$ cat src/hdl/rccd_pkg.sv
// Shared types and constants for the rail channel change debouncer.
package rccd_pkg;

  localparam int CHAN_W = 7;
  localparam int BYTE_W = 8;
  localparam int BIT_W = 3;
  localparam int ADDR_W = CHAN_W + BIT_W;
  localparam logic [BYTE_W-1:0] FILTER_RESET = 8'd2;

  typedef struct packed {
    logic [BYTE_W-1:0] accepted;
    logic [BYTE_W-1:0] candidate;
    logic [BYTE_W-1:0] count;
  } entry_t;

  typedef struct packed {
    logic [BYTE_W-1:0] mask;
    logic [BYTE_W-1:0] value;
    logic [CHAN_W-1:0] channel;
    logic              power;
  } event_group_t;

endpackage

$ cat src/hdl/rccd_if.sv
// Channel interfaces for samples, events and the filter register write.
interface rccd_in_if import rccd_pkg::*; ();
  logic              valid;
  logic              ready;
  logic [CHAN_W-1:0] channel;
  logic [BYTE_W-1:0] sample;
  logic              track_power;
  modport source (output valid, channel, sample, track_power, input ready);
  modport sink (input valid, channel, sample, track_power, output ready);
endinterface

interface rccd_out_if import rccd_pkg::*; ();
  logic              valid;
  logic              ready;
  logic [ADDR_W-1:0] accessory_address;
  logic              direction;
  logic              power;
  logic              last;
  modport source (output valid, accessory_address, direction, power, last, input ready);
  modport sink (input valid, accessory_address, direction, power, last, output ready);
endinterface

interface rccd_cfg_if import rccd_pkg::*; ();
  logic              valid;
  logic              ready;
  logic [BYTE_W-1:0] debounce_len;
  modport source (output valid, debounce_len, input ready);
  modport sink (input valid, debounce_len, output ready);
endinterface

$ cat src/hdl/rccd_state.sv
// Per-channel state memory with read, debounce update and write back.
module rccd_state import rccd_pkg::*; #(
  parameter int CHANNELS = 104,
  parameter int EMIT_CHANNEL_LIMIT = 99
) (
  input  logic              clk,
  input  logic              rst,
  rccd_in_if.sink           samples,
  input  logic [BYTE_W-1:0] debounce_len,
  output logic              grp_valid,
  input  logic              grp_ready,
  output event_group_t      grp
);

  localparam int IDX_W = (CHANNELS > 1) ? $clog2(CHANNELS) : 1;
  localparam logic [8:0] CHAN_LIM = 9'(CHANNELS);
  localparam logic [8:0] EMIT_LIM = 9'(EMIT_CHANNEL_LIMIT);

  entry_t             mem [CHANNELS];
  logic [CHANNELS-1:0] vld;

  logic              s1_valid;
  logic [IDX_W-1:0]  s1_idx;
  logic [CHAN_W-1:0] s1_ch;
  logic [BYTE_W-1:0] s1_sample;
  logic              s1_pwr;
  entry_t            rd_data;
  logic              rd_vld;

  logic              wb_valid;
  logic [IDX_W-1:0]  wb_idx;
  entry_t            wb_data;

  logic              in_take;
  logic              in_range;
  logic [IDX_W-1:0]  in_idx;
  logic              s1_adv;
  entry_t            cur;
  entry_t            upd;
  logic              accept;
  logic [BYTE_W-1:0] cnt_inc;

  assign in_idx   = IDX_W'(samples.channel);
  assign in_range = {2'b00, samples.channel} < CHAN_LIM;
  assign in_take  = samples.valid && samples.ready;
  assign samples.ready = !s1_valid || s1_adv;

  always_comb begin
    if (wb_valid && wb_idx == s1_idx) begin
      cur = wb_data;
    end else if (rd_vld) begin
      cur = rd_data;
    end else begin
      cur = '0;
    end
    cnt_inc = cur.count + 8'd1;
    upd = cur;
    accept = 1'b0;
    if (debounce_len == '0) begin
      if (cur.accepted != s1_sample) begin
        upd.accepted = s1_sample;
        accept = 1'b1;
      end
    end else if (cur.accepted == s1_sample) begin
      upd.count = '0;
    end else if (cur.count == '0) begin
      upd.count = cnt_inc;
      upd.candidate = s1_sample;
    end else if (cur.candidate == s1_sample) begin
      if (cnt_inc >= debounce_len) begin
        upd.accepted = s1_sample;
        upd.count = '0;
        accept = 1'b1;
      end else begin
        upd.count = cnt_inc;
      end
    end else begin
      upd.count = 8'd1;
      upd.candidate = s1_sample;
    end
  end

  assign grp_valid = s1_valid && accept && ({2'b00, s1_ch} <= EMIT_LIM);
  assign s1_adv = s1_valid && (!grp_valid || grp_ready);
  assign grp.mask    = cur.accepted ^ s1_sample;
  assign grp.value   = s1_sample;
  assign grp.channel = s1_ch;
  assign grp.power   = s1_pwr;

  always_ff @(posedge clk) begin
    if (in_take) begin
      rd_data <= mem[in_idx];
      rd_vld  <= vld[in_idx];
      s1_idx  <= in_idx;
      s1_ch   <= samples.channel;
      s1_sample <= samples.sample;
      s1_pwr  <= samples.track_power;
    end
    if (s1_adv) begin
      mem[s1_idx] <= upd;
      wb_idx  <= s1_idx;
      wb_data <= upd;
    end
  end

  always_ff @(posedge clk) begin
    if (rst) begin
      vld      <= '0;
      wb_valid <= 1'b0;
      s1_valid <= 1'b0;
    end else begin
      if (s1_adv) begin
        vld[s1_idx] <= 1'b1;
        wb_valid    <= 1'b1;
      end
      if (in_take) begin
        s1_valid <= in_range;
      end else if (s1_adv) begin
        s1_valid <= 1'b0;
      end
    end
  end

endmodule

$ cat src/hdl/rccd_emit.sv
// Event serialiser: one transaction per changed bit, ascending bit order.
module rccd_emit import rccd_pkg::*; (
  input  logic         clk,
  input  logic         rst,
  input  logic         grp_valid,
  output logic         grp_ready,
  input  event_group_t grp,
  rccd_out_if.source   events
);

  logic              em_valid;
  event_group_t      em;
  logic [BIT_W-1:0]  pos;
  logic [BYTE_W-1:0] low_bit;
  logic              last;

  always_comb begin
    pos = '0;
    for (int i = BYTE_W - 1; i >= 0; i--) begin
      if (em.mask[i]) begin
        pos = BIT_W'(i);
      end
    end
  end

  assign low_bit = em.mask & (~em.mask + 8'd1);
  assign last    = (em.mask & ~low_bit) == '0;

  assign events.valid             = em_valid;
  assign events.accessory_address = {em.channel, pos};
  assign events.direction         = em.value[pos];
  assign events.power             = em.power;
  assign events.last              = last;

  assign grp_ready = !em_valid || (events.ready && last);

  always_ff @(posedge clk) begin
    if (grp_valid && grp_ready) begin
      em <= grp;
    end else if (em_valid && events.ready) begin
      em.mask <= em.mask & ~low_bit;
    end
  end

  always_ff @(posedge clk) begin
    if (rst) begin
      em_valid <= 1'b0;
    end else if (grp_valid && grp_ready) begin
      em_valid <= 1'b1;
    end else if (em_valid && events.ready && last) begin
      em_valid <= 1'b0;
    end
  end

endmodule

$ cat src/hdl/rail_channel_change_debouncer.sv
// Rail channel change debouncer top level.
// Path: a sample is registered in the state stage, and its events leave from the serialiser's register.
// Throughput: one sample per cycle when it emits nothing, else it waits for the event
//   serialiser to take its group (up to eight events); state lives in a 104-entry memory.
// Reset: synchronous; clears the per-entry valid flags (no clearing pass) and
//   sets the debounce length to 2.
module rail_channel_change_debouncer import rccd_pkg::*; #(
  parameter int CHANNELS = 104,
  parameter int EMIT_CHANNEL_LIMIT = 99
) (
  input  logic      clk,
  input  logic      rst,
  rccd_in_if.sink   samples,
  rccd_cfg_if.sink  cfg,
  rccd_out_if.source events
);

  logic [BYTE_W-1:0] debounce_len;
  logic              grp_valid;
  logic              grp_ready;
  event_group_t      grp;

  assign cfg.ready = 1'b1;

  always_ff @(posedge clk) begin
    if (rst) begin
      debounce_len <= FILTER_RESET;
    end else if (cfg.valid && cfg.ready) begin
      debounce_len <= cfg.debounce_len;
    end
  end

  rccd_state #(
    .CHANNELS           (CHANNELS),
    .EMIT_CHANNEL_LIMIT (EMIT_CHANNEL_LIMIT)
  ) u_state (
    .clk          (clk),
    .rst          (rst),
    .samples      (samples),
    .debounce_len (debounce_len),
    .grp_valid    (grp_valid),
    .grp_ready    (grp_ready),
    .grp          (grp)
  );

  rccd_emit u_emit (
    .clk       (clk),
    .rst       (rst),
    .grp_valid (grp_valid),
    .grp_ready (grp_ready),
    .grp       (grp),
    .events    (events)
  );

endmodule

$ cat src/flat_wrapper.sv
// flat-port wrapper written by rule: the top's interface ports become plain ports
module rail_channel_change_debouncer_flat import rccd_pkg::*;
#(
  parameter int CHANNELS = 104,
  parameter int EMIT_CHANNEL_LIMIT = 99
)
  (clk, rst, samples_valid, samples_channel, samples_sample, samples_track_power, samples_ready, cfg_valid, cfg_debounce_len, cfg_ready, events_valid, events_accessory_address, events_direction, events_power, events_last, events_ready);
  rccd_in_if samples_i ();
  rccd_cfg_if cfg_i ();
  rccd_out_if events_i ();
  input  logic clk;
  input  logic rst;
  input wire logic [$bits(samples_i.valid)-1:0] samples_valid;
  input wire logic [$bits(samples_i.channel)-1:0] samples_channel;
  input wire logic [$bits(samples_i.sample)-1:0] samples_sample;
  input wire logic [$bits(samples_i.track_power)-1:0] samples_track_power;
  output wire logic [$bits(samples_i.ready)-1:0] samples_ready;
  input wire logic [$bits(cfg_i.valid)-1:0] cfg_valid;
  input wire logic [$bits(cfg_i.debounce_len)-1:0] cfg_debounce_len;
  output wire logic [$bits(cfg_i.ready)-1:0] cfg_ready;
  output wire logic [$bits(events_i.valid)-1:0] events_valid;
  output wire logic [$bits(events_i.accessory_address)-1:0] events_accessory_address;
  output wire logic [$bits(events_i.direction)-1:0] events_direction;
  output wire logic [$bits(events_i.power)-1:0] events_power;
  output wire logic [$bits(events_i.last)-1:0] events_last;
  input wire logic [$bits(events_i.ready)-1:0] events_ready;
  assign samples_i.valid = samples_valid;
  assign samples_i.channel = samples_channel;
  assign samples_i.sample = samples_sample;
  assign samples_i.track_power = samples_track_power;
  assign samples_ready = samples_i.ready;
  assign cfg_i.valid = cfg_valid;
  assign cfg_i.debounce_len = cfg_debounce_len;
  assign cfg_ready = cfg_i.ready;
  assign events_valid = events_i.valid;
  assign events_accessory_address = events_i.accessory_address;
  assign events_direction = events_i.direction;
  assign events_power = events_i.power;
  assign events_last = events_i.last;
  assign events_i.ready = events_ready;
  rail_channel_change_debouncer #(.CHANNELS(CHANNELS), .EMIT_CHANNEL_LIMIT(EMIT_CHANNEL_LIMIT)) u_core (.clk(clk), .rst(rst), .samples(samples_i), .cfg(cfg_i), .events(events_i));
endmodule
$ cat config.mk
export PLATFORM = sky130hd
export DESIGN_NAME = rail_channel_change_debouncer_flat
export DESIGN_NICKNAME = d
export VERILOG_FILES = /design/src/hdl/rccd_pkg.sv /design/src/hdl/rccd_if.sv /design/src/hdl/rccd_state.sv /design/src/hdl/rccd_emit.sv /design/src/hdl/rail_channel_change_debouncer.sv /design/src/flat_wrapper.sv
export SDC_FILE = /design/constraint.sdc
export NUM_CORES = 2
export LEC_CHECK = 0
export BUFFER_PORTS_ARGS = -buffer_cell sky130_fd_sc_hd__buf_2
export CAP_MARGIN = 15
export CORE_AREA = 2 2 478 480
export DETAILED_ROUTE_END_ITERATION = 8
export DIE_AREA = 0 0 480 482
export PLACE_DENSITY = 0.69
export RECOVER_POWER = 50
export SYNTH_ARGS = -nofsm -noshare
export SYNTH_HDL_FRONTEND = slang
export SYNTH_SLANG_ARGS = --single-unit
$ cat constraint.sdc
create_clock -name clk -period 8.1 [get_ports clk]
set_input_delay 1.62 -clock clk [delete_from_list [all_inputs] [get_ports clk]]
set_output_delay 1.62 -clock clk [all_outputs]
set_load 0.01 [all_outputs]
---- Word level (Yosys, flattened, before mapping) ----
Memory sizes are Yosys's and may differ from the RTL's. A register that Yosys moved wholly into a read port is not among the register bits.
Cells that the tools add are included.
operators by class
  reduce and logical (&&, ||, !) cells .... 22
  bitwise operators ....................... 6
  magnitude comparators ................... 7
  equal/unequal tests ..................... 4
  multiplexer cells ....................... 42
  $add $sub $neg .......................... 2
operators by type and width
  operator               number
  $or A104 B104 Y104     1
  $mux W8                11
  $mux W16               3
  $mux W24               2
  $logic_not A8 Y1       3
  $mux W3                8
  $add A8 B1 Y8 const B  2
  $and A8 B8 Y8          2
  $eq A8 B8 Y1           2
  $lt A7 B8 Y1 const B   2
  $not A8 Y8             2
  $mux W1                15
  $logic_and A1 B1 Y1    10
  $ge A8 B8 Y1           1
  $ne A8 B8 Y1           1
  $xor A8 B8 Y8          1
  $bmux W1 S7            1
  $demux W1 S7           1
  $eq A7 B7 Y1           1
  $ge A7 B1 Y1 const B   1
  $le A7 B7 Y1 const B   1
  $lt A7 B7 Y1 const B   1
  $reduce_bool A2 Y1     3
  $lt A3 B4 Y1 const B   1
  3 further kinds        7
word-level totals
  output and inout port bits .............. 16
  memory bits (writable) .................. 2496
  memories kept ........................... 1
  register bits ........................... 187
  input bits .............................. 29
memory list
  memory              depth  bits a word  rd ports  clocked after memory_dff  write ports  RTL line          text
  u_core.u_state.mem  104    24           1         1                         1            rccd_state.sv:19  entry_t mem [CHANNELS];

---- Depth between registers and ports, before layout ----
  depth after elaboration ................. 18
  gate-level depth with buffers ........... 23

---- Hierarchy ----
A second synthesis with hierarchy kept.
second synthesis, totals
  cell total of the unflattened synthesis .. 4716
  area total of the unflattened synthesis .. 106367.0 sq um
by module, submodules not included
  module                         sequential area each (sq um)  area an instance (sq um)  cells each  times used
  rccd_state                     79236.0                       104780.5                  4592        1
  rccd_emit                      740.7                         1285.0                    96          1
  rail_channel_change_debouncer  160.2                         301.5                     28          1

---- Worst setup path after synthesis ----
Ideal clock, no wire load.
  path type ............................... register to register
  start ................................... reg, netlist name u_core.u_state.s1_ch[0]
  end ..................................... mem u_core.u_state.mem[0][2] in the netlist's numbering, data pin
  period minus slack after synthesis ...... 8630 ps
  required time ........................... 7081 ps
  setup slack ............................. -530 ps
  data arrival time ....................... 7611 ps
  library setup time ...................... 1019 ps
  cell stages (with the launch flop) ...... 19
  path buffers ............................ 2
  path through ............................ edfxtp_1 buf_2 xnor2_1 nand4_1 nor2_1 buf_4 a21o_1 ha_1 inv_1 or3_1 xor2_1 ha_1 a21o_1 a21oi_1 o21ai_0 a31oi_1 a31o_2 a31oi_1 o21ai_0
RTL lines
  element        RTL line
  end, declared  rccd_state.sv:19

==> metrics.md <==
| Metric | Value |
|---|---|
| Fin crit share | 99.6% |
| PortBufs | 43 |
| CTS tree | done |
| Starting Density | a little under half |
| Final hold violations | 0 |
| Maximum vdd drop | 256 uV |
| Crit path from | samples_channel[2] |
| WL/cell | 32.1 microns |
| Unique masters post-synth | 74 |
| H-tree depth | 5 |
| Ys async rst share | 0% |
| Setup TNS | 0 ns |
| Initial drt markers | roughly 7500 |
| CORE AREA | 226000 sq um |
| Total GRT Usage | 22.9% |
| Pleak | roughly 0.037 uW |
| CP required | 8.73 ns |
| Avg Synthesized Cell Area | 22.1 sq um |
| Failing checks | capacitance limit, slew limit |
| Cell Area, Synth | 106000 sq um |
| Maximum number of pins on one net before global-route repair | ~110 |
| First-pass GRT wire length | 378000 microns |
| Highest routed layer | met5 |
| Post-Route WL | 266000 microns |
| Critical path arrival | between 8 and 9 ns |
| Net Count, Synth | 4838 |
| Die ar. | 231000 sq um |
| RD Place Congestion | 0.855 |
| Worst Skew | 0.0472 ns |
| DP HPWL | between 150000 and 200000 microns |
| Worst skew pair latency | 0.93 ns |
| Area delta synth->final | 13.0% |
| Synth top area share | 73.5% |
| Pwr Density | 249 nW/um^2 |
| Setup-failing EPs final | 0 |
| Clk slew on worst S/H paths | 0.06 ns |
| Vias in the first global route | 51100 |
| #FFs+latches synth | about 2700 |
| Hold slack | 0.454 ns |
| Number of core rows | 175 |
| Crit Path Max Fanout | 71 |
| Vias | 52300 |
| Drt pass-1 iters | 6 |
| Initial antenna violation count | 14 |
| Die W | roughly 480 microns |
| Max Clk Rate | 124 MHz |
| Via density per instance | 6.32 |
| Leading post-synthesis cells by cell area | edfxtp_1 73%, mux4_2 17%, dfxtp_1 2.2% |
| Post-synth EDFFs | 2592 |
| WS Path Type | input pin to register |
| Layout cell share with drive strength beyond 1 | between 20% and 30% |
| Hold crit path type | register to register |
| Max-cap violations | 37 |
| Leading area contributor after synthesis | edfxtp_1 |
| CTS Root Cell | clkbuf_16 |
| Met2 WL | 124000 microns |
| Post-synthesis cell count | 4799 |
| Setup crit end kind | register |
| Startpoint types | input pin |
| Die Y | 482 microns |
| CTS buffer count | 281 |
| Clk sink count | 2707 |
| Slew margin rel. | -278% |
| Wl on met1 | 105000 microns |
| IO Pins | 45 |
| Yosys warnings | 0 |
| Met3 routed WL | ~29000 microns |
| Final nets | 5102 |
| DRC errors left | 0 |
| Worst reg2reg startpoint | u_core.u_state.s1_ch[0]$_DFFE_PP_ |
| Min-delay src | u_core.u_state.vld[27]$_SDFFE_PP0P_ |
| Clock Tree Buf Depth | 4 |
| Final Max Tran Viols | between 1500 and 2000 |
| ANT nets after route | 0 |
| Slew @ Worst Pin | about 5.7 ns |
| Sequential share of the synthesized area | about three quarters |
| Crit path time final | 8.07 ns |
| RSZ-0062 raised after global routing | no |
| Status | complete, but fails checks |
| Grt ovf | 0 |
| Top FF cell, synth | edfxtp_1 |
registers in the layout, summed over array words and instances, names as in the netlist, 7 cells and up:
signal,flops
u_core.u_state.vld,104
u_core.u_state.s1_ch,7
u_core.u_emit.events.accessory_address,7
u_core.u_state.mem,2496
u_core.u_emit.em,16
u_core.u_state.wb_idx,7
u_core.u_state.s1_sample,8
u_core.u_state.wb_data,24
u_core.debounce_len,8
u_core.u_state.rd_data,24
cell families (layout without fill, tap and decap cells):
group                    after synthesis  count (layout)  synth area share (%)
AND/OR/NAND/NOR                      463             464                  2.26
XOR/XNOR                              26              26                 0.229
multiplexers                         926             926                  18.1
flip-flops                          2707            2707                  75.6
adder cells (fa/ha/maj)               12              12                 0.137
buffers and inverters                355             817                  1.51
AO/OA/AOI/OAI                        309             309                  2.13
other                                  1               7               0.00354
cells in the mapped netlist (21+ instances only):
cell	instances
clkbuf_1	137
dfxtp_1	115
nand2_1	128
inv_1	52
nor2_1	57
nor3_1	84
edfxtp_1	2592
buf_2	88
nand3_1	79
mux2_2	35
o2bb2ai_1	66
mux2i_1	103
o21ai_0	33
nor2b_1	27
o22ai_1	24
o32ai_1	28
a21oi_1	57
buf_1	43
nor4_1	21
mux4_2	787
buf_4	22
critical path, stage by stage:
cell      delay [ns]
clkbuf_1        3.85
clkbuf_2        1.41
mux4_2          0.54
mux4_2          0.62
mux2_1          0.43
layer usage:
| metal | global-route usage (%) | vias up |
|---|---|---|
| li1 | - | 20900 |
| met1 | 33.5 | 27900 |
| met2 | 34.8 | 3064 |
| met3 | 4.84 | 431 |
| met4 | 6.82 | 2 |
| met5 | 0 | - |
through the flow:
| step | worst slack (ns) | instances | total power (uW) | utilization (%) | cell area (sq um) |
|---|---|---|---|---|---|
| 5_1_grt | 0.0482 | 8272 | 30600 | 52.9 | 120000 |
| 6_report | 0.0287 | 8277 | 29800 | 52.9 | 120000 |
| 3_3_place_gp | 0.969 | 7782 | 17700 | 49.2 | 111000 |
| 3_5_place_dp | 0.981 | 7783 | 17800 | 49.2 | 111000 |
| 2_1_floorplan | 0.593 | 4799 | 17000 | - | 106000 |
| 4_1_cts | 0.0131 | 8265 | 30000 | 53.1 | 120000 |
power breakdown:
group / switching [uW] / internal (uW)
clock network: 5120 / 7220
logic: 1290 / 575
registers: 38.2 / 15600
layout by cell type, fill, tap and decap left out, types with 8 or more instances in the layout:
cell	n
a211oi_1	18
a21oi_1	58
buf_12	21
buf_2	20
buf_4	157
bufinv_16	22
clkbuf_1	91
clkbuf_16	291
clkbuf_2	28
clkinv_1	69
clkinv_2	49
dfxtp_1	115
edfxtp_1	2592
ha_1	10
inv_1	52
mux2_1	8
mux2_2	25
mux2i_1	95
mux2i_4	8
mux4_2	787
nand2_1	128
nand2b_1	11
nand3_1	76
nor2_1	53
nor2b_1	25
nor3_1	37
nor3_2	47
nor4_2	16
nor4b_4	10
o211ai_1	8
o21ai_0	33
o221ai_1	15
o22ai_1	24
o2bb2ai_1	66
o32ai_1	28
o41ai_1	8
xnor2_1	17
path summary, 6_finish.rpt:
path,depth (start not counted),slack (ns),endpoint
max reg2reg,20,0.46,u_core.u_state.mem[39][10]$_DFFE_PP_
max,5,0.03,u_core.u_state.rd_data[0]$_DFFE_PP_
min,2,0.45,u_core.u_state.vld[27]$_SDFFE_PP0P_
min reg2reg,2,0.45,u_core.u_state.vld[27]$_SDFFE_PP0P_
area by class of cell:
class,count,area (sq um)
tap,3009,3760
antenna,6,15.0
multi-input combinational,1738,24800
timing repair buffer,280,2080
clock inverter,149,1240
inverter,55,206
clock buffer,333,7440
fill,17100,107000
sequential,2707,80100
timing repair:
| action | in CTS | in global routing |
|---|---|---|
| buffers inserted | 0 | 1 |
| gates resized for setup | 0 | 1 |
| setup endpoints to repair | 0 | 1 |
| hold buffers | 0 | 0 |
(Power assumes the default switching activity.)
